[src/design/ppls_pkg.sv]
// shared types, constants and band classifier for the pulse period level smoother
`default_nettype none
package ppls_pkg;

   localparam int FRACTION_BITS_DEF = 16;

   localparam int CAPTURE_W = 16;
   localparam int TIME_W    = 32;
   localparam int LEVEL_W   = 3;
   localparam int CSR_W     = 16;
   localparam int CSR_IDX_W = 2;

   localparam logic [CSR_IDX_W-1:0] CSR_RISE_PERIOD   = 2'd0;
   localparam logic [CSR_IDX_W-1:0] CSR_FALL_PERIOD   = 2'd1;
   localparam logic [CSR_IDX_W-1:0] CSR_ROUND_THRESH  = 2'd2;

   localparam logic [CSR_W-1:0] RISE_PERIOD_RST  = 16'd200;
   localparam logic [CSR_W-1:0] FALL_PERIOD_RST  = 16'd1000;
   localparam logic [CSR_W-1:0] ROUND_THRESH_RST = 16'd9830;

   localparam logic [CAPTURE_W-1:0] BAND_TOP   = 16'd6000;
   localparam logic [CAPTURE_W-1:0] BAND_EDGE1 = 16'd2800;
   localparam logic [CAPTURE_W-1:0] BAND_EDGE2 = 16'd1200;
   localparam logic [CAPTURE_W-1:0] BAND_EDGE3 = 16'd600;
   localparam logic [CAPTURE_W-1:0] BAND_EDGE4 = 16'd300;
   localparam logic [CAPTURE_W-1:0] BAND_LOW   = 16'd100;

   localparam logic [LEVEL_W-1:0] LEVEL_0       = 3'd0;
   localparam logic [LEVEL_W-1:0] LEVEL_1       = 3'd1;
   localparam logic [LEVEL_W-1:0] LEVEL_2       = 3'd2;
   localparam logic [LEVEL_W-1:0] LEVEL_3       = 3'd3;
   localparam logic [LEVEL_W-1:0] LEVEL_4       = 3'd4;
   localparam logic [LEVEL_W-1:0] LEVEL_INVALID = 3'd5;

   typedef enum logic [2:0] {
      ST_IDLE,
      ST_SETUP,
      ST_DIVIDE,
      ST_MULT,
      ST_UPDATE,
      ST_OUTPUT
   } state_type;

   function automatic logic [LEVEL_W-1:0] band_of(input logic [CAPTURE_W-1:0] p);
      logic [LEVEL_W-1:0] lvl;
      if (p >= BAND_EDGE1 && p < BAND_TOP) begin
         lvl = LEVEL_0;
      end else if (p >= BAND_EDGE2 && p < BAND_EDGE1) begin
         lvl = LEVEL_1;
      end else if (p >= BAND_EDGE3 && p < BAND_EDGE2) begin
         lvl = LEVEL_2;
      end else if (p >= BAND_EDGE4 && p < BAND_EDGE3) begin
         lvl = LEVEL_3;
      end else if (p >= BAND_LOW && p < BAND_EDGE4) begin
         lvl = LEVEL_4;
      end else begin
         lvl = LEVEL_INVALID;
      end
      return lvl;
   endfunction

endpackage
`default_nettype wire

[src/design/ppls_div.sv]
// radix-2 restoring divider for the smoother step fraction, one quotient bit per cycle
`default_nettype none
module ppls_div #(
   parameter int FRACTION_BITS = ppls_pkg::FRACTION_BITS_DEF
) (
   input  wire logic                               clock,
   input  wire logic                               reset,
   input  wire logic                               start,
   input  wire logic [ppls_pkg::CAPTURE_W-1:0]     dividend,
   input  wire logic [ppls_pkg::CAPTURE_W-1:0]     divisor,
   output logic                                    done,
   output logic [FRACTION_BITS-1:0]                quotient
);
   import ppls_pkg::*;

   localparam int CNT_W = $clog2(FRACTION_BITS + 1);

   logic                     busy_ff, busy_in;
   logic                     done_ff, done_in;
   logic [CNT_W-1:0]         cnt_ff, cnt_in;
   logic [CAPTURE_W-1:0]     rem_ff, rem_in;
   logic [CAPTURE_W-1:0]     dsr_ff, dsr_in;
   logic [FRACTION_BITS-1:0] quo_ff, quo_in;
   logic [CAPTURE_W:0]       rem2;
   logic [CAPTURE_W:0]       trial;
   logic                     fits;

   assign rem2  = {rem_ff, 1'b0};
   assign trial = rem2 - {1'b0, dsr_ff};
   assign fits  = rem2 >= {1'b0, dsr_ff};

   always_comb begin
      busy_in = busy_ff;
      done_in = 1'b0;
      cnt_in  = cnt_ff;
      rem_in  = rem_ff;
      dsr_in  = dsr_ff;
      quo_in  = quo_ff;
      if (start) begin
         busy_in = 1'b1;
         cnt_in  = CNT_W'(FRACTION_BITS);
         rem_in  = dividend;
         dsr_in  = divisor;
         quo_in  = '0;
      end else if (busy_ff) begin
         rem_in = fits ? trial[CAPTURE_W-1:0] : rem2[CAPTURE_W-1:0];
         quo_in = {quo_ff[FRACTION_BITS-2:0], fits};
         cnt_in = cnt_ff - CNT_W'(1);
         if (cnt_ff == CNT_W'(1)) begin
            busy_in = 1'b0;
            done_in = 1'b1;
         end
      end
   end

   always_ff @(posedge clock) begin
      if (reset) begin
         busy_ff <= 1'b0;
         done_ff <= 1'b0;
         cnt_ff  <= '0;
      end else begin
         busy_ff <= busy_in;
         done_ff <= done_in;
         cnt_ff  <= cnt_in;
      end
      rem_ff <= rem_in;
      dsr_ff <= dsr_in;
      quo_ff <= quo_in;
   end

   assign done     = done_ff;
   assign quotient = quo_ff;

endmodule
`default_nettype wire

[src/design/pulse_period_level_smoother_top.sv]
// top level of the pulse period level smoother: sequencer, smoother state and result register
//
// usage: a request carries a 16-bit timer capture and the 32-bit millisecond time.
// req_stall stays high while a request is being worked on; one request at a time.
// a request whose capture equals the previous one gives no response and changes nothing.
// otherwise a response carries the filtered level, the wrapped period and the raw band.
// each request goes through the setup, divide, multiply, update and output states;
// divide waits on the divider, but not when elapsed time saturates the step fraction.
// the step fraction comes from a divider that yields one quotient bit a cycle;
// no new request is taken until the sequencer is back in idle.
// the response sits in an output register; while rsp_stall is high it holds, and
// the block may take and work on the next request, waiting before its own output.
// csr writes are taken in any cycle but are meant for idle periods only.
// synchronous reset clears the sequencer, the smoother state (previous capture,
// previous time, accumulator) and loads the csr defaults (200, 1000, 9830).
`default_nettype none
module pulse_period_level_smoother_top #(
   parameter int FRACTION_BITS = ppls_pkg::FRACTION_BITS_DEF
) (
   input  wire logic                              clock,
   input  wire logic                              reset,
   input  wire logic                              req_valid,
   output logic                                   req_stall,
   input  wire logic [ppls_pkg::CAPTURE_W-1:0]    req_capture_count,
   input  wire logic [ppls_pkg::TIME_W-1:0]       req_now_ms,
   output logic                                   rsp_valid,
   input  wire logic                              rsp_stall,
   output logic [ppls_pkg::LEVEL_W-1:0]           rsp_smoothed_level,
   output logic [ppls_pkg::CAPTURE_W-1:0]         rsp_period_ticks,
   output logic [ppls_pkg::LEVEL_W-1:0]           rsp_raw_level,
   input  wire logic                              csr_write_en,
   input  wire logic [ppls_pkg::CSR_IDX_W-1:0]    csr_index,
   input  wire logic [ppls_pkg::CSR_W-1:0]        csr_wdata
);
   import ppls_pkg::*;

   localparam int ACC_W  = FRACTION_BITS + 3;
   localparam int DIFF_W = FRACTION_BITS + 4;
   localparam int STEP_W = FRACTION_BITS + 1;
   localparam int PROD_W = DIFF_W + STEP_W + 1;
   localparam logic [ACC_W-1:0] ACC_MAX = {LEVEL_INVALID, {FRACTION_BITS{1'b0}}};

   state_type state_ff, state_in;

   logic [CSR_W-1:0]     rise_ff, rise_in;
   logic [CSR_W-1:0]     fall_ff, fall_in;
   logic [CSR_W-1:0]     thresh_ff, thresh_in;

   logic [CAPTURE_W-1:0] last_cap_ff, last_cap_in;
   logic [TIME_W-1:0]    last_time_ff, last_time_in;
   logic [ACC_W-1:0]     acc_ff, acc_in;

   logic [CAPTURE_W-1:0] period_ff, period_in;
   logic [LEVEL_W-1:0]   raw_ff, raw_in;
   logic [TIME_W-1:0]    now_ff, now_in;
   logic [TIME_W-1:0]    elapsed_ff, elapsed_in;
   logic [CSR_W-1:0]     per_ff, per_in;
   logic [STEP_W-1:0]    step_ff, step_in;
   logic signed [PROD_W-1:0] prod_ff, prod_in;

   logic                 rsp_valid_ff, rsp_valid_in;
   logic [LEVEL_W-1:0]   rsp_smooth_ff, rsp_smooth_in;
   logic [CAPTURE_W-1:0] rsp_period_ff, rsp_period_in;
   logic [LEVEL_W-1:0]   rsp_raw_ff, rsp_raw_in;

   logic                     req_take;
   logic [CAPTURE_W-1:0]     req_period;
   logic [LEVEL_W-1:0]       req_raw;
   logic [ACC_W-1:0]         req_target;
   logic [ACC_W-1:0]         target;
   logic                     saturate;
   logic                     div_start;
   logic                     div_done;
   logic [FRACTION_BITS-1:0] div_quo;
   logic signed [DIFF_W-1:0] diff;
   logic signed [PROD_W-1:0] prod_shift;
   logic signed [DIFF_W-1:0] acc_sum;
   logic [FRACTION_BITS-1:0] frac;
   logic                     round_up;
   logic                     rsp_free;

   ppls_div #(
      .FRACTION_BITS(FRACTION_BITS)
   ) u_div (
      .clock    (clock),
      .reset    (reset),
      .start    (div_start),
      .dividend (elapsed_ff[CAPTURE_W-1:0]),
      .divisor  (per_ff),
      .done     (div_done),
      .quotient (div_quo)
   );

   assign req_stall  = (state_ff != ST_IDLE);
   assign req_take   = req_valid && !req_stall;
   assign req_period = req_capture_count - last_cap_ff;
   assign req_raw    = band_of(req_period);
   assign req_target = {req_raw, {FRACTION_BITS{1'b0}}};
   assign target     = {raw_ff, {FRACTION_BITS{1'b0}}};
   assign saturate   = elapsed_ff >= {{(TIME_W-CSR_W){1'b0}}, per_ff};
   assign div_start  = (state_ff == ST_SETUP) && !saturate;
   assign diff       = $signed({1'b0, target}) - $signed({1'b0, acc_ff});
   assign prod_shift = prod_ff >>> FRACTION_BITS;
   assign acc_sum    = $signed({1'b0, acc_ff}) + prod_shift[DIFF_W-1:0];
   assign frac       = acc_ff[FRACTION_BITS-1:0];
   assign round_up   = {frac, 16'b0} > {thresh_ff, {FRACTION_BITS{1'b0}}};
   assign rsp_free   = !rsp_valid_ff || !rsp_stall;

   always_comb begin
      rise_in   = rise_ff;
      fall_in   = fall_ff;
      thresh_in = thresh_ff;
      if (csr_write_en) begin
         case (csr_index)
            CSR_RISE_PERIOD:  rise_in   = csr_wdata;
            CSR_FALL_PERIOD:  fall_in   = csr_wdata;
            CSR_ROUND_THRESH: thresh_in = csr_wdata;
            default: ;
         endcase
      end
   end

   always_comb begin
      state_in      = state_ff;
      last_cap_in   = last_cap_ff;
      last_time_in  = last_time_ff;
      acc_in        = acc_ff;
      period_in     = period_ff;
      raw_in        = raw_ff;
      now_in        = now_ff;
      elapsed_in    = elapsed_ff;
      per_in        = per_ff;
      step_in       = step_ff;
      prod_in       = prod_ff;
      rsp_valid_in  = rsp_valid_ff && rsp_stall;
      rsp_smooth_in = rsp_smooth_ff;
      rsp_period_in = rsp_period_ff;
      rsp_raw_in    = rsp_raw_ff;
      case (state_ff)
         ST_IDLE: begin
            if (req_take && (req_capture_count != last_cap_ff)) begin
               last_cap_in = req_capture_count;
               period_in   = req_period;
               raw_in      = req_raw;
               per_in      = (req_target >= acc_ff) ? rise_ff : fall_ff;
               now_in      = req_now_ms;
               elapsed_in  = req_now_ms - last_time_ff;
               state_in    = ST_SETUP;
            end
         end
         ST_SETUP: begin
            state_in = ST_DIVIDE;
         end
         ST_DIVIDE: begin
            if (saturate) begin
               step_in  = {1'b1, {FRACTION_BITS{1'b0}}};
               state_in = ST_MULT;
            end else if (div_done) begin
               step_in  = {1'b0, div_quo};
               state_in = ST_MULT;
            end
         end
         ST_MULT: begin
            prod_in  = diff * $signed({1'b0, step_ff});
            state_in = ST_UPDATE;
         end
         ST_UPDATE: begin
            acc_in       = acc_sum[ACC_W-1:0];
            last_time_in = now_ff;
            state_in     = ST_OUTPUT;
         end
         ST_OUTPUT: begin
            if (rsp_free) begin
               rsp_valid_in  = 1'b1;
               rsp_smooth_in = acc_ff[ACC_W-1:FRACTION_BITS] + LEVEL_W'(round_up);
               rsp_period_in = period_ff;
               rsp_raw_in    = raw_ff;
               state_in      = ST_IDLE;
            end
         end
         default: begin
            state_in = ST_IDLE;
         end
      endcase
   end

   always_ff @(posedge clock) begin
      if (reset) begin
         state_ff     <= ST_IDLE;
         rise_ff      <= RISE_PERIOD_RST;
         fall_ff      <= FALL_PERIOD_RST;
         thresh_ff    <= ROUND_THRESH_RST;
         last_cap_ff  <= '0;
         last_time_ff <= '0;
         acc_ff       <= '0;
         rsp_valid_ff <= 1'b0;
      end else begin
         state_ff     <= state_in;
         rise_ff      <= rise_in;
         fall_ff      <= fall_in;
         thresh_ff    <= thresh_in;
         last_cap_ff  <= last_cap_in;
         last_time_ff <= last_time_in;
         acc_ff       <= acc_in;
         rsp_valid_ff <= rsp_valid_in;
      end
      period_ff     <= period_in;
      raw_ff        <= raw_in;
      now_ff        <= now_in;
      elapsed_ff    <= elapsed_in;
      per_ff        <= per_in;
      step_ff       <= step_in;
      prod_ff       <= prod_in;
      rsp_smooth_ff <= rsp_smooth_in;
      rsp_period_ff <= rsp_period_in;
      rsp_raw_ff    <= rsp_raw_in;
   end

   assign rsp_valid          = rsp_valid_ff;
   assign rsp_smoothed_level = rsp_smooth_ff;
   assign rsp_period_ticks   = rsp_period_ff;
   assign rsp_raw_level      = rsp_raw_ff;

   // accumulator stays between its old value and a target of at most the invalid code
   a_acc_range: assert property (@(posedge clock) disable iff (reset)
      acc_ff <= ACC_MAX)
      else $error("accumulator above invalid level");

   // divider only reports while the sequencer waits for it
   a_div_done_state: assert property (@(posedge clock) disable iff (reset)
      div_done |-> (state_ff == ST_DIVIDE))
      else $error("divider done outside divide state");

   // a new capture starts the sequencer
   a_new_capture: assert property (@(posedge clock) disable iff (reset)
      (req_take && (req_capture_count != last_cap_ff)) |=> (state_ff == ST_SETUP))
      else $error("new capture did not start work");

   // an equal capture leaves the smoother untouched
   a_equal_capture: assert property (@(posedge clock) disable iff (reset)
      (req_take && (req_capture_count == last_cap_ff)) |=>
         ((state_ff == ST_IDLE) && $stable(acc_ff) && $stable(last_time_ff)))
      else $error("equal capture changed state");

   // a response level never exceeds the invalid code
   a_rsp_level: assert property (@(posedge clock) disable iff (reset)
      rsp_valid_ff |-> (rsp_smooth_ff <= LEVEL_INVALID))
      else $error("response level out of range");

endmodule
`default_nettype wire
[config.mk]
export PLATFORM = sky130hd
export DESIGN_NAME = pulse_period_level_smoother_top
export DESIGN_NICKNAME = d
export VERILOG_FILES = /design/src/design/ppls_pkg.sv /design/src/design/ppls_div.sv /design/src/design/pulse_period_level_smoother_top.sv
export SDC_FILE = /design/constraint.sdc
export NUM_CORES = 2
export LEC_CHECK = 0
export ABC_AREA = 1
export BUFFER_PORTS_ARGS = -buffer_cell sky130_fd_sc_hd__buf_2
export CAP_MARGIN = 20
export CORE_MARGIN = 10
export CORE_UTILIZATION = 40
export CTS_BUF_LIST = sky130_fd_sc_hd__clkbuf_8
export CTS_CLUSTER_DIAMETER = 40
export CTS_CLUSTER_SIZE = 30
export DETAILED_ROUTE_END_ITERATION = 10
export PLACE_DENSITY_LB_ADDON = 0.05
export SYNTH_ARGS = -nofsm -noshare
export SYNTH_HDL_FRONTEND = slang
export SYNTH_SLANG_ARGS = --single-unit
[constraint.sdc]
create_clock -name clock -period 15.6 [get_ports clock]
set_input_delay 0.78 -clock clock [delete_from_list [all_inputs] [get_ports clock]]
set_output_delay 0.78 -clock clock [all_outputs]
set_load 0.02 [all_outputs]
# Yosys cells after proc, flatten, opt, wreduce, memory -nomap -nowiden
# Index checks and enable logic that the tools add are counted.
# word_totals
reg_bits	347
out_inout_bits	24
word_cells	111
# op_classes
add_sub_neg	7
multipliers	1
n_lt_le_gt_ge	14
n_eq_ne	12
n_mux	23
bitwise_logic	1
reduce_logical	28
# ops
cell	n
$mux 16	4
$mul 20x18->35	1
$ge 32x16->1	1
$gt 32x32->1	1
$sub 16x16->16	2
$sub 32x32->32	1
$mux 3	8
$sub 19x19->20	1
$add 19x19->19	1
$ge 19x19->1	1
$pmux 3 s6	1
$ge 17x16->1	1
$mux 17	1
$ge 16x10->1 const B	1
$ge 16x11->1 const B	1
$ge 16x12->1 const B	1
$ge 16x7->1 const B	1
$ge 16x9->1 const B	1
$lt 16x10->1 const B	1
$lt 16x11->1 const B	1
$lt 16x12->1 const B	1
$lt 16x13->1 const B	1
$lt 16x9->1 const B	1
$ne 16x16->1	1
24 further kinds	51

# Longest topological paths before layout
# logic_depth
depth_word	10
depth_mapped	35
mapped_depth_nobuf	34

# By module
# A second synthesis with hierarchy kept.
# unflattened
cells_unflattened	3695
area_unflattened_um2	30112.6
# modules_own_cells
module	instances	cells_per_inst	area_per_inst_um2	seq_area_each_um2
pulse_period_level_smoother_top	1	3251	26620.5	7096.8
ppls_div	1	444	3492.1	1421.4

# Worst setup path before layout
# Ideal clock, no wire load.
# synth_timing
path_type	reg2reg
from	reg acc_ff[17]
to	reg prod_ff[34], data pin
setup_time_ns	0.252
arrival_time_ns	6.355
slack_ns	8.993
path_stages_with_launch	29
n_path_buf	1
period_less_slack_ns	6.607
path_cell_list	dfxtp_1 inv_1 ha_1 nand4_1 nor2_1 nand3_1 nand2_1 clkbuf_1 nor2_1 fa_1 inv_1 fa_1 inv_1 fa_1 fa_1 fa_1 inv_1 fa_1 inv_1 ha_1 a21o_1 a31oi_1 nor2_1 nor3_1 o211ai_1 a21oi_1 inv_1 nand2_1 nand2_1
# synth_via
elab_chain_len	2
# synth_rtl
element	line_no	text
start, declared	pulse_period_level_smoother_top.sv:51	logic [ACC_W-1:0] acc_ff, acc_in;
start signal, assigned	pulse_period_level_smoother_top.sv:204	acc_ff <= acc_in;
$sub 19x19->20	pulse_period_level_smoother_top.sv:102	assign diff = $signed({1'b0, target}) - $signed({1'b0, acc_ff});
$mul 20x18->35	pulse_period_level_smoother_top.sv:164	prod_in = diff * $signed({1'b0, step_ff});
end signal, assigned	pulse_period_level_smoother_top.sv:213	prod_ff <= prod_in;
end, declared	pulse_period_level_smoother_top.sv:59	logic signed [PROD_W-1:0] prod_ff, prod_in;
# No other way between the ends.
# A chain may end at the register's enable or synchronous reset.

# Final worst setup path
# layout_timing
from	reg acc_ff[0]
to	reg prod_ff[25], data pin
# The elaborated chain is that of the path after synthesis.

==> flow_metrics.py <==
metrics = {
    "timing": {
        "hold_viol_final": 0,
        "fin_crit_sh_pct": 56.0,
        "min_period_ns": 8.73,
        "drv_slew": 0,
        "finalSetupViolCount": 0,
        "fmax_ghz": 0.115,
        "tns_ns": 0,
        "worst_slew_pin_slew_ns": 1.00,
        "clock-skew-final_ns": 0.0659,
        "slew_headroom_pct": 32.7,
        "rsz0062_at_grt": "no",
    },
    "logic_synthesis": {
        "synth-compound-area-share_pct": 8.56,
        "netlist-cell-type-count": 56,
        "synth_top_area_share_pct": 21.8,
        "synthCells": 3586,
        "synth_most_common_cell": "inv_1",
        "async_reset_ff_share_pct": 0,
        "synth_fp_nets": 4187,
        "synth_top_family_by_area": "adder cells",
        "synthesis.area_mm2": 0.0297,
        "yosysTopAreaCell": "fa_1",
        "synth_common_cells": "755 x inv_1, 691 x nand2_1, 347 x nor2_1",
        "ys.flop_type": "edfxtp_1",
        "synth-xor-area-share_pct": 2.54,
        "synthSimpleGateAreaFrac_pct": 18.0,
        "synth_seq_cells": 331,
        "synth-edff-count": 189,
        "yosys-top-cells-area": "fa_1 22%, edfxtp_1 19%, dfxtp_1 9.6%",
        "synth_mux_area_share_pct": 0.607,
        "synth_warnings": 0,
        "syn-mean-instance-area_um2": 8.28,
        "ys_seq_area_share_pct": 28.7,
        "synth_fa_ha_area_share_pct": 30.5,
    },
    "routing": {
        "drtAntennaViolNets": 0,
        "drc": 0,
        "drt_iter0_markers": 1694,
        "dr.pass1.iters": 5,
        "wl_per_cell_um": 19.0,
        "wl_mm": 89.2,
        "num_vias": 23800,
        "post_drt_via_cell_ratio": 5.08,
    },
    "clock_network": {
        "clkSinkCount": 331,
        "insertion_delay_ns": 0.66,
        "cts_max_path_buffers": 3,
        "root_buffer": "clkbuf_8",
        "postCtsSetupBuffers": 0,
        "cts_resized": 0,
        "ctsHoldBuffers": 0,
        "path_clk_slew_ns": 0.08,
        "cts-htree-levels": 2,
        "tritoncts.num_buffers": 54,
        "cts_tree": "yes",
    },
    "final_layout": {
        "syn_to_final_growth_pct": 9.75,
        "utilization_pct": 44.4,
        "final_cells": 4689,
        "nNetsFinal": 4285,
        "postLayoutCellArea_mm2": 0.0326,
        "layout-drive-gt1-share_pct": 8.13,
    },
    "floorplan": {
        "ioPinCount": 95,
        "initial_core_util_pct": 40.5,
        "fp.coreArea_mm2": 0.0733,
        "die_w_um": 292,
        "die_y_um": 292,
        "fp.dieArea_mm2": 0.0855,
        "fp-row-count": 99,
    },
    "setup_path": {
        "end_kind": "flop",
        "worst_path_max_delay_cell": "dfxtp_1",
        "reg2reg_to": "prod_ff[25]",
        "critPathLaunchType": "flop",
        "reg2regPathDepth": 28,
        "cp_max_fo": 18,
        "r2r_setup_slack_ns": 6.87,
        "r2r-start": "acc_ff[0]",
        "cp_data_arrival_time_ns": 9.09,
        "worst_ep_required_time_ns": 15.96,
        "critPathMaxStageDelay_ns": 0.87,
        "cp_common_cell": "nand2_1",
        "crit_type": "reg2reg",
    },
    "grt": {
        "grt_pass1_vias": 24700,
        "antenna_found_initial": 4,
        "grt_usage_pct": 20.9,
        "gr-total-overflow": 0,
        "grt_pass1_wl_mm": 141,
        "grt_start_max_net_pins": 73,
    },
    "worst_hold_path": {
        "hold_path_depth": 1,
        "hold_path_class": "in2reg",
        "holdPathEnd": "now_ff[8]",
        "hp-start": "req_now_ms[8]",
    },
    "place": {
        "routabilityCongestion": 0.899,
        "dp_hpwl_mm": 71.6,
        "dp_cells": 4586,
        "dpl_cell_area_mm2": 0.0313,
        "port_buffers": 94,
    },
    "run_status": {
        "status": "completed",
    },
    "job": {
        "cap_violations": 0,
    },
}
[per-stage QoR]
stage / hold slack (ns) / worst slack, ns
after floorplan: 0.400 / 8.99
after global placement: 0.407 / 6.99
after detailed placement: 0.405 / 6.94
after CTS: 0.262 / 6.87
after global routing: 0.264 / 6.48
final: 0.321 / 6.87
[worst max-delay path, delay by kind of cell (launching register included)]
| family | cells | cell delay (ns) |
|---|---|---|
| DFF | 1 | 0.87 |
| and+or+nand+nor | 12 | 2.02 |
| buffers and inverters | 6 | 1.10 |
| AOI/OAI and AO/OA | 2 | 0.70 |
| adders and majority gates | 8 | 3.72 |
[layout by cell type, fill, tap and decap left out, types with 41 or more instances in the layout]
cell type / instances
nand4_1: 41
clkbuf_8: 55
inv_1: 756
a21oi_1: 193
nand2_1: 691
nand3_1: 137
edfxtp_1: 189
nor2_1: 346
xor2_1: 60
fa_1: 323
dfxtp_1: 142
buf_2: 94
ha_1: 207
o21ai_0: 159
[routing by layer]
| layer | share of wire, % | global-route usage, % | up-vias |
|---|---|---|---|
| met5 | 0 | 0.227 | - |
| met4 | 1.9 | 4.29 | 0 |
| li1 | - | - | 11400 |
| met1 | 45 | 28.5 | 11600 |
| met2 | 46 | 34.4 | 665 |
| met3 | 6.4 | 3.72 | 122 |
[worst max path at each step]
stage                from     endpoint  slack [ns]  cells after the start
2_1_floorplan  acc_ff[17]  prod_ff[34]        8.99                     28
3_3_place_gp    acc_ff[0]  prod_ff[25]        6.99                     25
3_5_place_dp    acc_ff[0]  prod_ff[25]        6.94                     25
4_1_cts         acc_ff[0]  prod_ff[25]        6.87                     25
5_1_grt         acc_ff[0]  prod_ff[33]        6.48                     28
6_report        acc_ff[0]  prod_ff[25]        6.87                     28
[sequential cells by signal (all words and copies together), names as in the netlist, 17 cells and up]
signal        cells
acc_ff           19
last_time_ff     32
now_ff           32
step_ff          17
elapsed_ff       32
prod_ff          19
[layout make-up]
| cell class | instances | area (µm²) |
|---|---|---|
| fill | 7447 | 40700 |
| multi-input combinational | 2388 | 17900 |
| sequential | 331 | 8520 |
| inverter | 785 | 2950 |
| tap | 959 | 1200 |
| clock buffer | 55 | 757 |
| timing repair buffer | 124 | 716 |
| clock inverter | 46 | 539 |
| antenna | 1 | 2.50 |
[kinds of logic (layout without fill, tap and decap cells)]
group,count (synthesis),count (layout)
muxes,16,16
and+or+nand+nor,1297,1297
buffers and inverters,867,1010
other,0,1
xor gates and xnor gates,86,86
DFF,331,331
AOI/OAI and AO/OA,459,459
adders and majority gates,530,530
Power is left out: the tool's default activity adds up to more than one toggle a clock period on the data nets, which glitch-free logic cannot reach.
